===== config.mk =====
export PLATFORM = sky130hd
export DESIGN_NAME = one_wire_bus_master
export DESIGN_NICKNAME = d
export VERILOG_FILES = /design/src/hw/rtl/owbm_pkg.sv /design/src/hw/rtl/one_wire_bus_master.sv /design/src/hw/rtl/owbm_cfg.sv /design/src/hw/rtl/owbm_core.sv
export SDC_FILE = /design/constraint.sdc
export NUM_CORES = 1
export LEC_CHECK = 0
export ABC_AREA = 0
export BUFFER_PORTS_ARGS = -buffer_cell sky130_fd_sc_hd__buf_2
export CORE_MARGIN = 3
export CORE_UTILIZATION = 60
export DETAILED_ROUTE_END_ITERATION = 10
export PLACE_DENSITY = 0.8
export SLEW_MARGIN = 20
export SYNTH_ARGS = -nofsm -noshare
export SYNTH_HDL_FRONTEND = slang
export SYNTH_SLANG_ARGS = --single-unit

===== constraint.sdc =====
create_clock -name i_clk -period 6.8 [get_ports i_clk]
set_input_delay 1.36 -clock i_clk [delete_from_list [all_inputs] [get_ports i_clk]]
set_output_delay 1.36 -clock i_clk [all_outputs]
set_load 0.03 [all_outputs]

===== src/hw/rtl/owbm_pkg.sv =====
// Shared types and constants for the one-wire bus master.
`timescale 1ns / 1ps

package owbm_pkg;

    localparam int CFG_W       = 9;
    localparam int NUM_CFG     = 8;
    localparam int CFG_IDX_W   = 3;
    localparam int S_TDATA_W   = 16;
    localparam int S_TUSER_W   = 2;
    localparam int M_TDATA_W   = 16;

    localparam logic [CFG_W-1:0] WRITE_RECOVERY_TICKS = 9'd2;

    typedef enum logic [CFG_IDX_W-1:0] {
        CFG_RESET_LOW     = 3'd0,
        CFG_PRESENCE_WAIT = 3'd1,
        CFG_RESET_TAIL    = 3'd2,
        CFG_ZERO_LOW      = 3'd3,
        CFG_ONE_LOW       = 3'd4,
        CFG_ONE_HIGH      = 3'd5,
        CFG_READ_SAMPLE   = 3'd6,
        CFG_READ_TAIL     = 3'd7
    } t_cfg_idx;

    typedef logic [NUM_CFG-1:0][CFG_W-1:0] t_cfg_bank;

    // Element i of the packed bank is register i.
    localparam t_cfg_bank CFG_RESET_VALUES = {
        9'd46, 9'd14, 9'd58, 9'd2, 9'd60, 9'd240, 9'd60, 9'd480
    };

    typedef enum logic [1:0] {
        ACT_NONE  = 2'd0,
        ACT_RESET = 2'd1,
        ACT_WRITE = 2'd2,
        ACT_READ  = 2'd3
    } t_action;

    typedef enum logic [1:0] {
        DRV_REL  = 2'd0,
        DRV_LOW  = 2'd1,
        DRV_HIGH = 2'd2
    } t_drive;

    typedef enum logic [3:0] {
        PH_IDLE     = 4'd0,
        PH_RST_LOW  = 4'd1,
        PH_RST_WAIT = 4'd2,
        PH_RST_TAIL = 4'd3,
        PH_W0_LOW   = 4'd4,
        PH_W1_LOW   = 4'd5,
        PH_W1_HIGH  = 4'd6,
        PH_W_REC    = 4'd7,
        PH_R_LOW    = 4'd8,
        PH_R_WAIT   = 4'd9,
        PH_R_TAIL   = 4'd10
    } t_phase;

    // First member sits in the highest bits, so line_drive is bit 0 upward.
    typedef struct packed {
        logic       rejected;
        logic [7:0] rx_byte;
        logic       device_present;
        logic       done_res;
        logic       busy_res;
        t_drive     line_drive;
    } t_result;

    localparam int RESULT_W = $bits(t_result);

endpackage


===== src/hw/rtl/one_wire_bus_master.sv =====
// One-wire bus master: tick stream in, per-tick line control and status out.
//
// Usage: every transaction on the slave stream is one microsecond tick. tuser
// carries the command (none, bus reset with presence detect, write byte, read
// byte), tdata the byte to write and the sampled line level. For every tick the
// master stream returns one transaction with the line drive for that tick, the
// busy and done flags, the presence result, the received byte and a reject flag
// for a command given while an operation runs. Bytes go LSB first.
// An accepted tick is held in the input register, processed by the sequencer
// and its result kept in the output register for the master stream. One tick
// per cycle is taken while the master side takes results; the phase timer,
// bit counter and shifter update once per tick, so the stream never throttles
// by itself. The user must write the timing registers through
// i_cfg_we/i_cfg_addr/i_cfg_data only while no operation runs; the block itself
// leaves this unchecked. They reset to the standard bus timings.
// Reset (synchronous, active low) empties both stream registers and returns
// the sequencer to idle. A stalled master side holds its transaction, and the
// slave side keeps taking ticks until the input register is also full.
`timescale 1ns / 1ps

module one_wire_bus_master #(
    parameter int TIMER_WIDTH = 9
) (
    input  logic                            i_clk,
    input  logic                            i_rst_n,
    // Slave stream.
    input  logic                            s_axis_tvalid,
    output logic                            s_axis_tready,
    // tdata from bit 0: tx_byte[7:0], line_level[8], zero fill.
    input  logic [owbm_pkg::S_TDATA_W-1:0]  s_axis_tdata,
    // tuser from bit 0: action[1:0].
    input  logic [owbm_pkg::S_TUSER_W-1:0]  s_axis_tuser,
    // Master stream.
    output logic                            m_axis_tvalid,
    input  logic                            m_axis_tready,
    // tdata from bit 0: line_drive[1:0], busy_res[2], done_res[3],
    // device_present[4], rx_byte[12:5], rejected[13], zero fill.
    output logic [owbm_pkg::M_TDATA_W-1:0]  m_axis_tdata,
    // Configuration write port.
    input  logic                            i_cfg_we,
    input  logic [owbm_pkg::CFG_IDX_W-1:0]  i_cfg_addr,
    input  logic [owbm_pkg::CFG_W-1:0]      i_cfg_data
);
    import owbm_pkg::*;

    t_cfg_bank  w_cfg;
    t_result    w_result;

    logic       r_in_valid;
    t_action    r_in_action;
    logic [7:0] r_in_tx;
    logic       r_in_level;

    logic       r_out_valid;
    t_result    r_out_result;

    logic       w_adv;
    logic       w_step;

    assign w_adv         = !r_out_valid || m_axis_tready;
    assign w_step        = r_in_valid && w_adv;
    assign s_axis_tready = !r_in_valid || w_adv;

    always_ff @(posedge i_clk) begin
        if (!i_rst_n) begin
            r_in_valid <= 1'b0;
        end else if (s_axis_tready) begin
            r_in_valid <= s_axis_tvalid;
        end
    end

    always_ff @(posedge i_clk) begin
        if (s_axis_tready && s_axis_tvalid) begin
            r_in_action <= t_action'(s_axis_tuser[1:0]);
            r_in_tx     <= s_axis_tdata[7:0];
            r_in_level  <= s_axis_tdata[8];
        end
    end

    always_ff @(posedge i_clk) begin
        if (!i_rst_n) begin
            r_out_valid <= 1'b0;
        end else if (w_adv) begin
            r_out_valid <= r_in_valid;
        end
    end

    always_ff @(posedge i_clk) begin
        if (w_step) begin
            r_out_result <= w_result;
        end
    end

    owbm_cfg u_cfg (
        .i_clk      (i_clk),
        .i_rst_n    (i_rst_n),
        .i_cfg_we   (i_cfg_we),
        .i_cfg_addr (i_cfg_addr),
        .i_cfg_data (i_cfg_data),
        .o_cfg      (w_cfg)
    );

    owbm_core #(
        .TIMER_WIDTH (TIMER_WIDTH)
    ) u_core (
        .i_clk        (i_clk),
        .i_rst_n      (i_rst_n),
        .i_adv        (w_step),
        .i_action     (r_in_action),
        .i_tx_byte    (r_in_tx),
        .i_line_level (r_in_level),
        .i_cfg        (w_cfg),
        .o_result     (w_result)
    );

    assign m_axis_tvalid = r_out_valid;
    assign m_axis_tdata  = {{(M_TDATA_W - RESULT_W){1'b0}}, r_out_result};

endmodule


===== src/hw/rtl/owbm_cfg.sv =====
// Timing register bank written through the configuration port.
`timescale 1ns / 1ps

module owbm_cfg (
    input  logic                         i_clk,
    input  logic                         i_rst_n,
    input  logic                         i_cfg_we,
    input  logic [owbm_pkg::CFG_IDX_W-1:0] i_cfg_addr,
    input  logic [owbm_pkg::CFG_W-1:0]   i_cfg_data,
    output owbm_pkg::t_cfg_bank          o_cfg
);
    import owbm_pkg::*;

    t_cfg_bank r_regs;

    always_ff @(posedge i_clk) begin
        if (!i_rst_n) begin
            r_regs <= CFG_RESET_VALUES;
        end else if (i_cfg_we) begin
            r_regs[i_cfg_addr] <= i_cfg_data;
        end
    end

    assign o_cfg = r_regs;

endmodule


===== src/hw/rtl/owbm_core.sv =====
// Bus sequencer: phase state, tick timer and bit shifter, one tick per advance.
`timescale 1ns / 1ps

module owbm_core #(
    parameter int TIMER_WIDTH = 9
) (
    input  logic                i_clk,
    input  logic                i_rst_n,
    input  logic                i_adv,
    input  owbm_pkg::t_action   i_action,
    input  logic [7:0]          i_tx_byte,
    input  logic                i_line_level,
    input  owbm_pkg::t_cfg_bank i_cfg,
    output owbm_pkg::t_result   o_result
);
    import owbm_pkg::*;

    localparam int LW = ((TIMER_WIDTH > CFG_W) ? TIMER_WIDTH : CFG_W) + 1;
    localparam logic [LW-1:0] TIMER_CAP = LW'(1) << TIMER_WIDTH;

    t_phase                 r_phase, n_phase, s_phase;
    t_action                r_op, n_op, s_op;
    logic [TIMER_WIDTH-1:0] r_tc, n_tc, s_tc;
    logic [2:0]             r_bi, n_bi, s_bi;
    logic [7:0]             r_sd, n_sd, s_sd;
    logic                   r_pf, n_pf;

    logic       w_rej;
    t_drive     w_drive;
    logic       w_busy;
    logic       w_timed;
    logic [CFG_W-1:0] w_len;
    logic [LW-1:0]    w_len_ext, w_eff_len, w_tc_inc;
    logic       w_end;
    logic       w_done;
    logic       w_pres;
    logic [7:0] w_rx;

    // A command taken in idle turns this same tick into the first tick of the operation.
    always_comb begin
        s_phase = r_phase;
        s_op    = r_op;
        s_tc    = r_tc;
        s_bi    = r_bi;
        s_sd    = r_sd;
        w_rej   = 1'b0;
        if (r_phase == PH_IDLE) begin
            if (i_action != ACT_NONE) begin
                s_op = i_action;
                s_tc = '0;
                s_bi = '0;
                s_sd = (i_action == ACT_WRITE) ? i_tx_byte : 8'd0;
                unique case (i_action)
                    ACT_RESET: s_phase = PH_RST_LOW;
                    ACT_WRITE: s_phase = i_tx_byte[0] ? PH_W1_LOW : PH_W0_LOW;
                    ACT_READ:  s_phase = PH_R_LOW;
                    default:   s_phase = r_phase;
                endcase
            end
        end else if (i_action != ACT_NONE) begin
            w_rej = 1'b1;
        end
    end

    // Per-phase outputs: line drive, busy flag and phase length.
    always_comb begin
        w_drive = DRV_REL;
        w_len   = CFG_W'(1);
        w_busy  = 1'b1;
        w_timed = 1'b1;
        unique case (s_phase)
            PH_RST_LOW:  begin w_drive = DRV_LOW;  w_len = i_cfg[CFG_RESET_LOW];     end
            PH_RST_WAIT: begin w_drive = DRV_REL;  w_len = i_cfg[CFG_PRESENCE_WAIT]; end
            PH_RST_TAIL: begin w_drive = DRV_REL;  w_len = i_cfg[CFG_RESET_TAIL];    end
            PH_W0_LOW:   begin w_drive = DRV_LOW;  w_len = i_cfg[CFG_ZERO_LOW];      end
            PH_W1_LOW:   begin w_drive = DRV_LOW;  w_len = i_cfg[CFG_ONE_LOW];       end
            PH_W1_HIGH:  begin w_drive = DRV_HIGH; w_len = i_cfg[CFG_ONE_HIGH];      end
            PH_W_REC:    begin w_drive = DRV_REL;  w_len = WRITE_RECOVERY_TICKS;     end
            PH_R_LOW:    begin w_drive = DRV_LOW;  w_len = CFG_W'(1);                end
            PH_R_WAIT:   begin w_drive = DRV_REL;  w_len = i_cfg[CFG_READ_SAMPLE];   end
            PH_R_TAIL:   begin w_drive = DRV_REL;  w_len = i_cfg[CFG_READ_TAIL];     end
            default: begin
                w_busy  = 1'b0;
                w_timed = 1'b0;
            end
        endcase
    end

    // A zero length counts as one tick; lengths beyond the timer range saturate.
    assign w_len_ext = LW'(w_len);
    assign w_eff_len = (w_len_ext == '0) ? LW'(1) :
                       ((w_len_ext > TIMER_CAP) ? TIMER_CAP : w_len_ext);
    assign w_tc_inc  = LW'(s_tc) + LW'(1);
    assign w_end     = (w_tc_inc >= w_eff_len);

    // Next state: samples, timer and phase transitions.
    always_comb begin
        n_phase = s_phase;
        n_op    = s_op;
        n_tc    = s_tc;
        n_bi    = s_bi;
        n_sd    = s_sd;
        n_pf    = r_pf;
        w_done  = 1'b0;
        w_pres  = 1'b0;
        w_rx    = 8'd0;

        if (s_phase == PH_RST_TAIL && s_tc == '0) begin
            n_pf = ~i_line_level;
        end
        if (s_phase == PH_R_TAIL && s_tc == '0) begin
            n_sd[s_bi] = i_line_level;
        end

        if (!w_timed) begin
            if (s_phase != PH_IDLE) begin
                n_tc = '0;
            end
            n_phase = PH_IDLE;
        end else if (w_end) begin
            n_tc = '0;
            unique case (s_phase)
                PH_RST_LOW:  n_phase = PH_RST_WAIT;
                PH_RST_WAIT: n_phase = PH_RST_TAIL;
                PH_RST_TAIL: w_done  = 1'b1;
                PH_W0_LOW:   n_phase = PH_W_REC;
                PH_W1_LOW:   n_phase = PH_W1_HIGH;
                PH_W1_HIGH:  n_phase = PH_W_REC;
                PH_R_LOW:    n_phase = PH_R_WAIT;
                PH_R_WAIT:   n_phase = PH_R_TAIL;
                PH_W_REC, PH_R_TAIL: begin
                    if (s_bi == 3'd7) begin
                        w_done = 1'b1;
                    end else begin
                        n_bi = s_bi + 3'd1;
                        if (s_op == ACT_WRITE) begin
                            n_phase = n_sd[n_bi] ? PH_W1_LOW : PH_W0_LOW;
                        end else begin
                            n_phase = PH_R_LOW;
                        end
                    end
                end
                default: n_phase = PH_IDLE;
            endcase
            if (w_done) begin
                w_pres  = (s_op == ACT_RESET) ? n_pf : 1'b0;
                w_rx    = (s_op == ACT_READ) ? n_sd : 8'd0;
                n_phase = PH_IDLE;
            end
        end else begin
            n_tc = s_tc + TIMER_WIDTH'(1);
        end
    end

    always_ff @(posedge i_clk) begin
        if (!i_rst_n) begin
            r_phase <= PH_IDLE;
            r_op    <= ACT_NONE;
            r_tc    <= '0;
            r_bi    <= '0;
            r_sd    <= '0;
            r_pf    <= 1'b0;
        end else if (i_adv) begin
            r_phase <= n_phase;
            r_op    <= n_op;
            r_tc    <= n_tc;
            r_bi    <= n_bi;
            r_sd    <= n_sd;
            r_pf    <= n_pf;
        end
    end

    always_comb begin
        o_result.rejected       = w_rej;
        o_result.rx_byte        = w_rx;
        o_result.device_present = w_pres;
        o_result.done_res       = w_done;
        o_result.busy_res       = w_busy;
        o_result.line_drive     = w_drive;
    end

endmodule


==> metrics.txt, run 1 <==
result of the run complete, but fails checks; violated checks DRC; largest fanout of any net on the critical path 18; Starting DRT DRC Count between 600 and 700; area enclosed by the die boundary 0.0120 mm2; num ports between 50 and 60; number of buffers inserted by port buffering 43; number of cells upsized or downsized after cts 0; slew at the pin closest to its max-slew limit between 1000 and 1500 ps; layout net count roughly 850; via total after detailed routing 5845; number of H-tree levels 4; global route total overflow 0; final number of setup-violating endpoints 0; first-pass GRT wire length roughly 27000 um; mean instance size in the synthesized netlist 8.22 um2; placer's final routability congestion estimate around 0.89; post-CTS setup-driven buffer insertion count 0; Power Total around 2000 uW; Clock Latency Late Sink between 500 and 600 ps; Initial Util between 60% and 70%; post-DP HPWL around 11000 um; Antenna Nets Post-Route 0; gate count of the mapped netlist 780; most used standard cell by instance count after synthesis nand2_1; top cells by area in the synthesized netlist dfxtp_1 (32%), nand2_1 (12%), edfxtp_1 (12%), a21boi_0 (5.5%), nand3_1 (3.7%); Final Slew Violations 0; register clock-pin slew on the reported worst setup and hold paths approximately 60 ps; TritonCTS buffer count 17; required time at the worst-slack endpoint roughly 7300 ps; power per standard cell area about 270 mW/mm2; max-capacitance violation count 0; async set-reset flop share out of synthesis 0%; Core Area ~0.010 mm2; Seq/Total Area, Yosys a little over two fifths; chip width around 110 um; crit path kind reg2reg; router iterations before antenna repair 9; number of synthesized flops with an enable pin 25; die extent in y roughly 110 um; dominant synthesized flop cell dfxtp_1; Layout area overhead 13.0%; antenna diode count 0; via count of the first global-routing pass ~5.3k; top cell types by occurrence after synthesis nand2_1 (201), dfxtp_1 (101), a21boi_0 (47), nand3_1 (47), nor2_1 (39); VDD IR max between 0.0002 and 0.00025 V; TritonCTS clock tree done; number of rows created at floorplan 37; achievable clock frequency about 0.20 GHz; GR Util All Layers around 29%; shortest clock period the worst path allows after layout 4880 ps; share of post-route cells with drive strength above 1 between 10% and 20%; WL final 17000 um; startpoint type of the worst setup path flip-flop; Final Hold Viols 0; Leakage Power about 0.0029 uW; Slew headroom 24.4%; instance area at placement about 0.0066 mm2; Post-CTS Hold Buffers 0; number of sinks driven by the clock tree about 130; area fraction of the dominant cell type after synthesis around a third; clock root buffer clkbuf_8; Remaining DRCs 1; hold crit path type reg2reg; number of antenna violations at the first check in global routing 0; worst hold margin between 400 and 500 ps; total negative slack 0 ps; unrepaired setup endpoints after global routing false; FF+latch count, synth about 130; post-synthesis instance area approximately 0.0064 mm2; largest area contributor in the synthesized netlist dfxtp_1; Worst Skew just under 7 ps; detail-routed net length per standard cell roughly 18 um; Final Cell Area between 0.007 and 0.008 mm2; Final period util just over 70%; arrival time of the worst setup path about 5300 ps; pin count of the biggest net entering global routing 96; Unique masters post-synth 66; Avg Vias per Cell a little over 6; endpoint class of the critical path flip-flop; clock tree buffer depth 2; Yosys warnings 0; Post-Route Utilization roughly 70%
==> registers in the layout, summed over array words and instances (netlist names) <==
register and cells:
r_in_action 2, r_in_level 1, r_in_valid 1, u_core.r_tc 9, m_axis_tdata 14, u_core.r_op 2, u_core.r_sd 8, u_core.r_bi 3
m_axis_tvalid 1, u_core.r_phase 4, u_core.r_pf 1, r_in_tx 8, u_cfg.o_cfg 72
==> final timing paths <==
check | start | slack, ps | cells after the start | to
worst min-delay path | u_cfg.o_cfg[31] | 470 | 2 | u_cfg.o_cfg[31]
worst min register to register | u_cfg.o_cfg[31] | 470 | 2 | u_cfg.o_cfg[31]
worst max register to register | u_core.r_phase[3] | 1920 | 16 | u_core.r_phase[0]
worst max-delay path | u_core.r_phase[3] | 1920 | 16 | u_core.r_phase[0]
==> logic make-up (layout without fill, tap and decap cells) <==
group                    after synthesis  after routing  share of synthesized area (%)
AND/OR/NAND/NOR                      364            364                           26.0
AO/OA/AOI/OAI                        180            180                           19.5
flip-flops                           126            126                           43.2
buffers and inverters                 69             98                           4.45
multiplexers                          18             18                           2.93
adder cells (fa/ha/maj)               14             14                           2.73
XOR/XNOR                               8              8                           1.09
other                                  1              2                         0.0585
==> layout by cell type, fill, tap and decap left out, types with 6 or more instances in the layout <==
cell,netlist,routed
inv_1,15,15
buf_2,8,43
edfxtp_1,25,25
a211oi_1,8,8
nand4_1,7,7
nor2_1,39,39
a21boi_0,47,47
and2_1,15,15
ha_1,14,14
a21oi_1,24,24
nor3_1,8,6
a22o_1,15,15
nor2b_1,11,11
clkbuf_16,0,17
mux2i_1,12,12
xor2_1,7,7
buf_4,2,6
nand2_1,201,201
o21a_1,6,6
o211ai_1,7,7
mux2_2,6,6
a22oi_1,14,14
nand3_1,47,47
o21ai_1,8,8
dfxtp_1,101,101
nand2b_1,6,6
o21ai_0,26,26
==> metal layers <==
metal  track usage (%)  vias to the layer above  share of wire, %  routed length (um)
met3              6.87                       54               9.0                1540
li1                  -                     2754                 -                   -
met5                 0                        -                 0                   0
met2              45.8                      333                46                7830
met4              12.6                        0               3.0                 504
met1              38.7                     2704                42                7120
==> metrics by stage <==
stage / setup WS [ps] / std cells
6_report: 1920 / 946
2_1_floorplan: 3000 / 781
4_1_cts: 2060 / 946
3_3_place_gp: 2170 / 914
3_5_place_dp: 2140 / 914
5_1_grt: 1650 / 946
==> final cells by class <==
cell class	instances	area, um2
tap	136	170
inverter	17	63.8
multi-input combinational	586	3370
clock inverter	11	153
fill	795	3120
clock buffer	21	460
timing repair buffer	49	260
sequential	126	2770
==> report_power, final <==
part | internal [uW] | switching, uW | total [uW]
registers | 786 | 20.7 | 807
clock network | 595 | 346 | 941
logic | 76.6 | 146 | 223
==> worst max-delay path, stage by stage (launching register included) <==
cell	delay, ps
dfxtp_1	760
inv_1	220
a211oi_1	940
o21ai_1	390
o211ai_1	420
a221oi_1	140
nand4_1	120
o21ai_1	70
ha_1	280
nor2b_1	40
o21ai_0	150
a41oi_1	140
o21ai_1	140
buf_4	200
nand4_1	130
or4b_1	560
o211ai_1	100
(Power assumes the default switching activity.)
==> run 2: changes to the inputs <==
--- a/config.mk
+++ b/config.mk
@@ -5,12 +5,12 @@
 export SDC_FILE = /design/constraint.sdc
 export NUM_CORES = 1
 export LEC_CHECK = 0
-export ABC_AREA = 0
+export ABC_AREA = 1
 export BUFFER_PORTS_ARGS = -buffer_cell sky130_fd_sc_hd__buf_2
 export CORE_MARGIN = 3
-export CORE_UTILIZATION = 60
+export CORE_UTILIZATION = 54
 export DETAILED_ROUTE_END_ITERATION = 10
-export PLACE_DENSITY = 0.8
+export PLACE_DENSITY = 0.76
 export SLEW_MARGIN = 20
 export SYNTH_ARGS = -nofsm -noshare
 export SYNTH_HDL_FRONTEND = slang
==> constraint.sdc (replaced) <==
create_clock -name i_clk -period 3.9 [get_ports i_clk]
set_input_delay 0.78 -clock i_clk [delete_from_list [all_inputs] [get_ports i_clk]]
set_output_delay 0.78 -clock i_clk [all_outputs]
set_load 0.03 [all_outputs]
==> metrics.txt, run 2 <==
gate count of the mapped netlist 895 (+15%); mean instance size in the synthesized netlist 7.22 um2 (-12%); via total after detailed routing 6222 (+6.4%); pin count of the biggest net entering global routing 41 (-57%); VDD IR max 0.000457 V (+93%); TritonCTS clock tree done; FF+latch count, synth 126 (unchanged); final number of setup-violating endpoints 0 (unchanged); source of the worst register-to-register timing path r_in_action[0]; Yosys warnings 0 (unchanged); gr busiest metal met1; met3 Track Usage GR 5.58% (-1.3 points); post-synthesis instance area 0.00646 mm2 (+0.78%); unrepaired setup endpoints after global routing true; worst reg-to-reg path cell count 28 (+12); number of H-tree levels 4 (unchanged); CP most frequent cell nand2_1; slew at the pin closest to its max-slew limit 730 ps (-397 ps); largest area contributor in the synthesized netlist dfxtp_1; router iterations before antenna repair 5 (-4); commonest non-fill, non-tap cell in the layout nand2_1; achievable clock frequency 0.264 GHz (+29%); dominant synthesized flop cell dfxtp_1; Seq/Total Area, Yosys 42.9% (-0.33 points); register clock-pin slew on the reported worst setup and hold paths 60 ps (about the same); required time at the worst-slack endpoint 4180 ps (-3070 ps); Final Instance Count excl. Fillers 1121 (+18%); arrival time of the worst setup path 4080 ps (-1250 ps); via count of the first global-routing pass 5387 (+1.8%); placer's final routability congestion estimate 0.903 (+1.6%); startpoint type of the worst setup path flip-flop; total negative slack 0 ps (unchanged); max-capacitance violation count 0 (unchanged); source of the critical timing path r_in_action[0]; Unique masters post-synth 45 (-32%); antenna diode count 0 (unchanged); Final period util 97.3% (+25 points); global route total overflow 0 (unchanged); Worst Skew 11.1 ps (+4.22 ps); WL final 17100 um (+0.44%); GR Util All Layers 26.0% (-3.3 points); Initial Util 55.9% (-6.0 points); layout net count 1014 (+20%); chip width 115 um (+5.5%); TritonCTS buffer count 17 (unchanged); standard cell with the maximum stage delay on the critical path edfxtp_1; most used standard cell by instance count after synthesis nand2_1; number of sinks driven by the clock tree 126 (unchanged); instance area at placement 0.00692 mm2 (+4.5%); Clock Latency Late Sink 420 ps (-110 ps); buffers plus inverters on the worst setup path 6 (+4); Final Slew Violations 0 (unchanged); largest fanout of any net on the critical path 9 (-9); post-DP HPWL 11600 um (+2.3%); worst hold margin 455 ps (-10.2 ps); met1 capacity usage during global routing 38.2% (-0.53 points); Antenna Nets Post-Route 0 (unchanged); Starting DRT DRC Count 659 (-1.1%); Avg Vias per Cell 5.55 (-10%); number of flip-flops in the largest register 72 (unchanged); async set-reset flop share out of synthesis 0% (unchanged); result of the run finished, final reports clean; endpoint class of the critical path flip-flop; Final Cell Area 0.00772 mm2 (+6.5%); area enclosed by the die boundary 0.0133 mm2 (+11%); internal reg-to-reg setup slack 110 ps (-1810 ps); grt met2 use 37.9% (-7.9 points); Leakage Power 0.00351 uW (+22%); die extent in y 115 um (+5.5%); Hold Path Cell Cnt 2 (unchanged); power per standard cell area 765 mW/mm2 (+180%); area of combinational cells with multiple inputs 0.00337 mm2 (+0.11%); Remaining DRCs 0 (-1); number of antenna violations at the first check in global routing 0 (unchanged); clock tree buffer depth 2 (unchanged); detail-routed net length per standard cell 15.2 um (-15%); Post-CTS Hold Buffers 0 (unchanged); crit path kind reg2reg; top cells by area in the synthesized netlist dfxtp_1 (31%), nand2_1 (14%), edfxtp_1 (12%), nor2_1 (7.5%), o21ai_0 (5.4%); reg-to-reg critical path endpoint u_core.r_phase[0]; share of post-route cells with drive strength above 1 19.7% (+7.6 points); num ports 53 (unchanged); commonest non-fill, non-tap cells in the layout nand2_1 (230), nor2_1 (123), dfxtp_1 (99); sequential cell area in the final layout 0.00278 mm2 (about the same); Core Area 0.0116 mm2 (+12%); clock root buffer clkbuf_16; area fraction of the dominant cell type after synthesis 31.3% (-0.24 points); beginning of the worst hold path u_cfg.o_cfg[46]; post-placement cell count 1075 (+18%); shortest clock period the worst path allows after layout 3790 ps (-1090 ps); number of synthesized flops with an enable pin 25 (unchanged); Slew headroom 51.1% (+27 points); number of buffers inserted by port buffering 43 (unchanged); cell family contributing the most delay on the critical path compound AO/OA/AOI/OAI gates; largest stage delay on the critical path 410 ps (-530 ps); first-pass GRT wire length 26800 um (+0.10%); number of fill cells 969 (+22%); hold crit path type reg2reg; number of rows created at floorplan 39 (+5.4%); top cell types by occurrence after synthesis nand2_1 (236), nor2_1 (129), dfxtp_1 (101); Final Hold Viols 0 (unchanged); Layout area overhead 19.5%; Worst Hold Endpoint u_cfg.o_cfg[46]
-- run 2: cell types whose count changed in the layout (fill, tap and decap cells not counted), moves of 15 or more --
cell / delta
nand3_1: +18
nor2_1: +84
a21boi_0: -47
o21ai_0: +43
nand2_1: +29
and2_1: -15
inv_2: +15
a22o_1: -15
inv_1: +37
buf_4: +34
-- run 2: worst max-delay path by stage --
stage | end | slack (ps) | cells after the start
floorplan | m_axis_tdata[10] | 570 | 26
global placement | m_axis_tdata[5] | 20 | 26
detailed placement | u_core.r_phase[0] | -30 | 29
CTS | u_core.r_phase[0] | 20 | 30
global route | u_core.r_bi[1] | -200 | 31
finish | u_core.r_phase[0] | 110 | 28
-- run 2: kinds of logic after synthesis --
family,Yosys count,synth area share [%]
xor+xnor,6,0.813
buf+inv,113,7.01
compound gates,158,14.3
other cells,1,0.0580
flops,126,42.9
simple gates,477,32.2
fa+ha+maj,14,2.71
-- run 2: repair_timing --
item,CTS,global route
pin swaps,4,13
endpoints found under the setup margin,10,26
resized for setup,8,27
setup buffers,5,9
-- run 2: layout make-up --
cell class	count	share of cell area, %
Multi-Input combinational cell	657	43.7
Sequential cell	126	35.9
Timing Repair Buffer	85	7.08
Clock buffer	21	6.11
Inverter	78	3.86
Tap cell	143	2.32
Clock inverter	11	1.02
-- run 2: where the power goes --
part | switching, uW | internal, uW | total, uW
combinational | 1880 | 1070 | 2950
sequential | 60.6 | 1430 | 1490
clock | 599 | 870 | 1470
total | 2540 | 3370 | 5910
-- run 2: worst register-to-register path: cells and delay by family, from the launching register on --
family / cells / cell delay (ps)
adder cells (fa/ha/maj): 1 / 220
AO/OA/AOI/OAI: 8 / 1220
buffers and inverters: 6 / 670
AND/OR/NAND/NOR: 13 / 1140
flip-flops: 1 / 410
-- run 2: layer usage --
layer | part of all wire (%) | vias to the layer above
li1 | - | 3098
met1 | 46 | 2847
met2 | 44 | 252
met3 | 8.5 | 25
met4 | 1.9 | 0
met5 | 0 | -
-- run 2: per-stage QoR --
step	setup slack (ps)	util (%)	power, uW
detailed placement	-31.4	59.9	4020
floorplan	575	-	3310
finish	107	66.8	5910
global placement	20.7	59.9	4000
CTS	19.7	65.3	5630
global route	-200	66.8	6270
==> run 3: changes to the inputs <==
--- a/config.mk
+++ b/config.mk
@@ -7,7 +7,6 @@
 export LEC_CHECK = 0
 export ABC_AREA = 1
 export BUFFER_PORTS_ARGS = -buffer_cell sky130_fd_sc_hd__buf_2
-export CORE_MARGIN = 3
 export CORE_UTILIZATION = 54
 export DETAILED_ROUTE_END_ITERATION = 10
 export PLACE_DENSITY = 0.76
==> constraint.sdc (replaced) <==
create_clock -name i_clk -period 3.9 [get_ports i_clk]
set_input_delay 0.78 -clock i_clk [delete_from_list [all_inputs] [get_ports i_clk]]
set_output_delay 0.78 -clock i_clk [all_outputs]
set_load 0.005 [all_outputs]
==> metrics.txt, run 3 (synthesized netlist as in run 2, its figures left out) <==
result of the run complete, but fails checks; violated checks DRC; Power Total 6180 uW (+4.5%); required time at the worst-slack endpoint 4190 ps (about the same); number of H-tree levels 4 (unchanged); achievable clock frequency 0.269 GHz (+1.9%); TritonCTS buffer count 17 (unchanged); worst reg-to-reg path cell count 27 (-3.6%); post-DP HPWL 11400 um (-1.6%); Sequential Power Share 24.2% (-1.1 points); chip width 111 um (-3.5%); placer's final routability congestion estimate 0.920 (+1.9%); Remaining DRCs 4 (+4); slew at the pin closest to its max-slew limit 971 ps (+241 ps); number of sinks driven by the clock tree 126 (unchanged); antenna diode count 0 (unchanged); post-placement cell count 1075 (unchanged); Worst Hold Endpoint u_cfg.o_cfg[23]; first-pass GRT wire length 27500 um (+2.4%); unrepaired setup endpoints after global routing true; num ports 53 (unchanged); switching pwr 2570 uW (+1.2%); Post-Route Utilization 68.3% (+1.5 points); reg-to-reg critical path endpoint u_core.r_bi[1]; switching power share of the total 41.6% (-1.4 points); router iterations before antenna repair 9 (+4); Slew headroom 35.1% (-16 points); commonest non-fill, non-tap cells in the layout nand2_1 (228), nor2_1 (118), dfxtp_1 (99); via total after detailed routing 6222 (unchanged); pin count of the biggest net entering global routing 65 (+59%); number of antenna violations at the first check in global routing 0 (unchanged); endpoint class of the critical path flip-flop; VDD IR max 0.000521 V (+14%); clock tree buffer depth 2 (unchanged); Antenna Nets Post-Route 0 (unchanged); Leakage Power 0.00357 uW (+1.8%); beginning of the worst hold path u_cfg.o_cfg[23]; total negative slack 0 ps (unchanged); internal reg-to-reg setup slack 180 ps (+70 ps); startpoint type of the worst setup path flip-flop; detail-routed net length per standard cell 15.3 um (+0.59%); internal power 3610 uW (+7.0%); Final Instance Count excl. Fillers 1125 (+0.36%); via count of the first global-routing pass 5584 (+3.7%); arrival time of the worst setup path 4010 ps (-70 ps); GR Util All Layers 28.2% (+2.2 points); Final Slew Violations 0 (unchanged); source of the worst register-to-register timing path u_core.r_phase[3]; share of post-route cells with drive strength above 1 21.2% (+1.4 points); Final period util 95.4% (-1.8 points); global route total overflow 0 (unchanged); Starting DRT DRC Count 868 (+32%); number of rows created at floorplan 39 (unchanged); die extent in y 111 um (-3.5%); final number of setup-violating endpoints 0 (unchanged); Hold Path Cell Cnt 2 (unchanged); Avg Vias per Cell 5.53 (-0.36%); Clk pwr share 26.6% (+1.7 points); commonest non-fill, non-tap cell in the layout nand2_1; hold crit path type reg2reg; Initial Util 55.9% (unchanged); shortest clock period the worst path allows after layout 3720 ps (-72.1 ps); WL final 17200 um (+0.95%); Worst Skew 8.03 ps (-3.06 ps); Layout area overhead 22.2%; proportion of power drawn by combinational gates 49.2% (-0.7 points); number of buffers inserted by port buffering 43 (unchanged); Post-CTS Hold Buffers 0 (unchanged); largest fanout of any net on the critical path 8 (-1); max-capacitance violation count 0 (unchanged); TritonCTS clock tree done; Core Area 0.0116 mm2 (unchanged); area enclosed by the die boundary 0.0124 mm2 (-6.8%); power per standard cell area 782 mW/mm2 (+2.2%); Clock Latency Late Sink 420 ps (about the same); Final Hold Viols 0 (unchanged); layout net count 1018 (+0.39%); register clock-pin slew on the reported worst setup and hold paths 60 ps (about the same); clock root buffer clkbuf_16; number of flip-flops in the largest register 72 (unchanged); crit path kind reg2reg
[run 3: timing repair]
action	CTS	global route
pin swaps	2	25
gates cloned	0	0
buffers inserted	2	16
resized for setup	2	49
setup endpoints to repair	9	26
[run 3: critical path, cell delays in order (launching register included)]
cell      delay (ps)
dfxtp_1          330
nor2_4           210
nand2_8          120
nor2_4           160
buf_4            140
nor2_4            40
buf_4            140
nand3_2          100
inv_2            110
a22oi_2          150
nand2_1           80
a211oi_2         290
buf_4            170
nand2_1           50
ha_1             260
inv_1             30
nand2_1           60
a21oi_2           50
o211ai_1         150
nand3_1           90
nand2_1           70
nand2_2           60
nand3_4          110
nand2_4           80
nor2_4           130
nand2_2          100
o211ai_1         190
a21oi_1           90
[run 3: cell type report]
type	count	area (um2)
clock buffers	22	497
fillers	960	3670
well taps	143	179
inverters	78	298
multi-input cells	657	3420
repair buffers	89	609
clock inverters	10	124
flip-flops and latches	126	2780
[run 3: how the worst max path moves through the flow]
stage	slack (ps)	from	endpoint
detailed placement	-70	r_in_action[0]	m_axis_tdata[11]
CTS	10	u_core.r_phase[0]	u_core.r_phase[0]
global route	-140	r_in_action[0]	u_core.r_phase[3]
global placement	-2	r_in_action[0]	m_axis_tdata[5]
finish	180	u_core.r_phase[3]	u_core.r_bi[1]
floorplan	570	r_in_action[1]	m_axis_tdata[10]
[run 3: layer usage]
layer  global-route usage [%]  part of all wire (%)  up-vias
li1                         -                     -     3101
met1                     40.7                    46     2818
met2                     40.7                    43      271
met3                     6.86                   8.6       32
met4                     10.5                   2.1        0
met5                        0                     0        -
[run 3: stage by stage]
step                      hold WS (ps)  instance area [um2]  setup WS, ps
after global routing               478                 7900          -140
after global placement             437                 6940         -2.22
after CTS                          455                 7580          10.0
final                              459                 7900           179
after floorplan                    429                 6470           575
after detailed placement           443                 6940         -69.1
[run 3: power by group through the flow]
stage          Combinational, uW  Clock (uW)  Sequential (uW)
4_1_cts                     2540        1660             1490
3_3_place_gp                2450           0             1520
3_5_place_dp                2460           0             1520
2_1_floorplan               1760           0             1510
6_report                    3040        1650             1490
5_1_grt                     3320        1720             1510
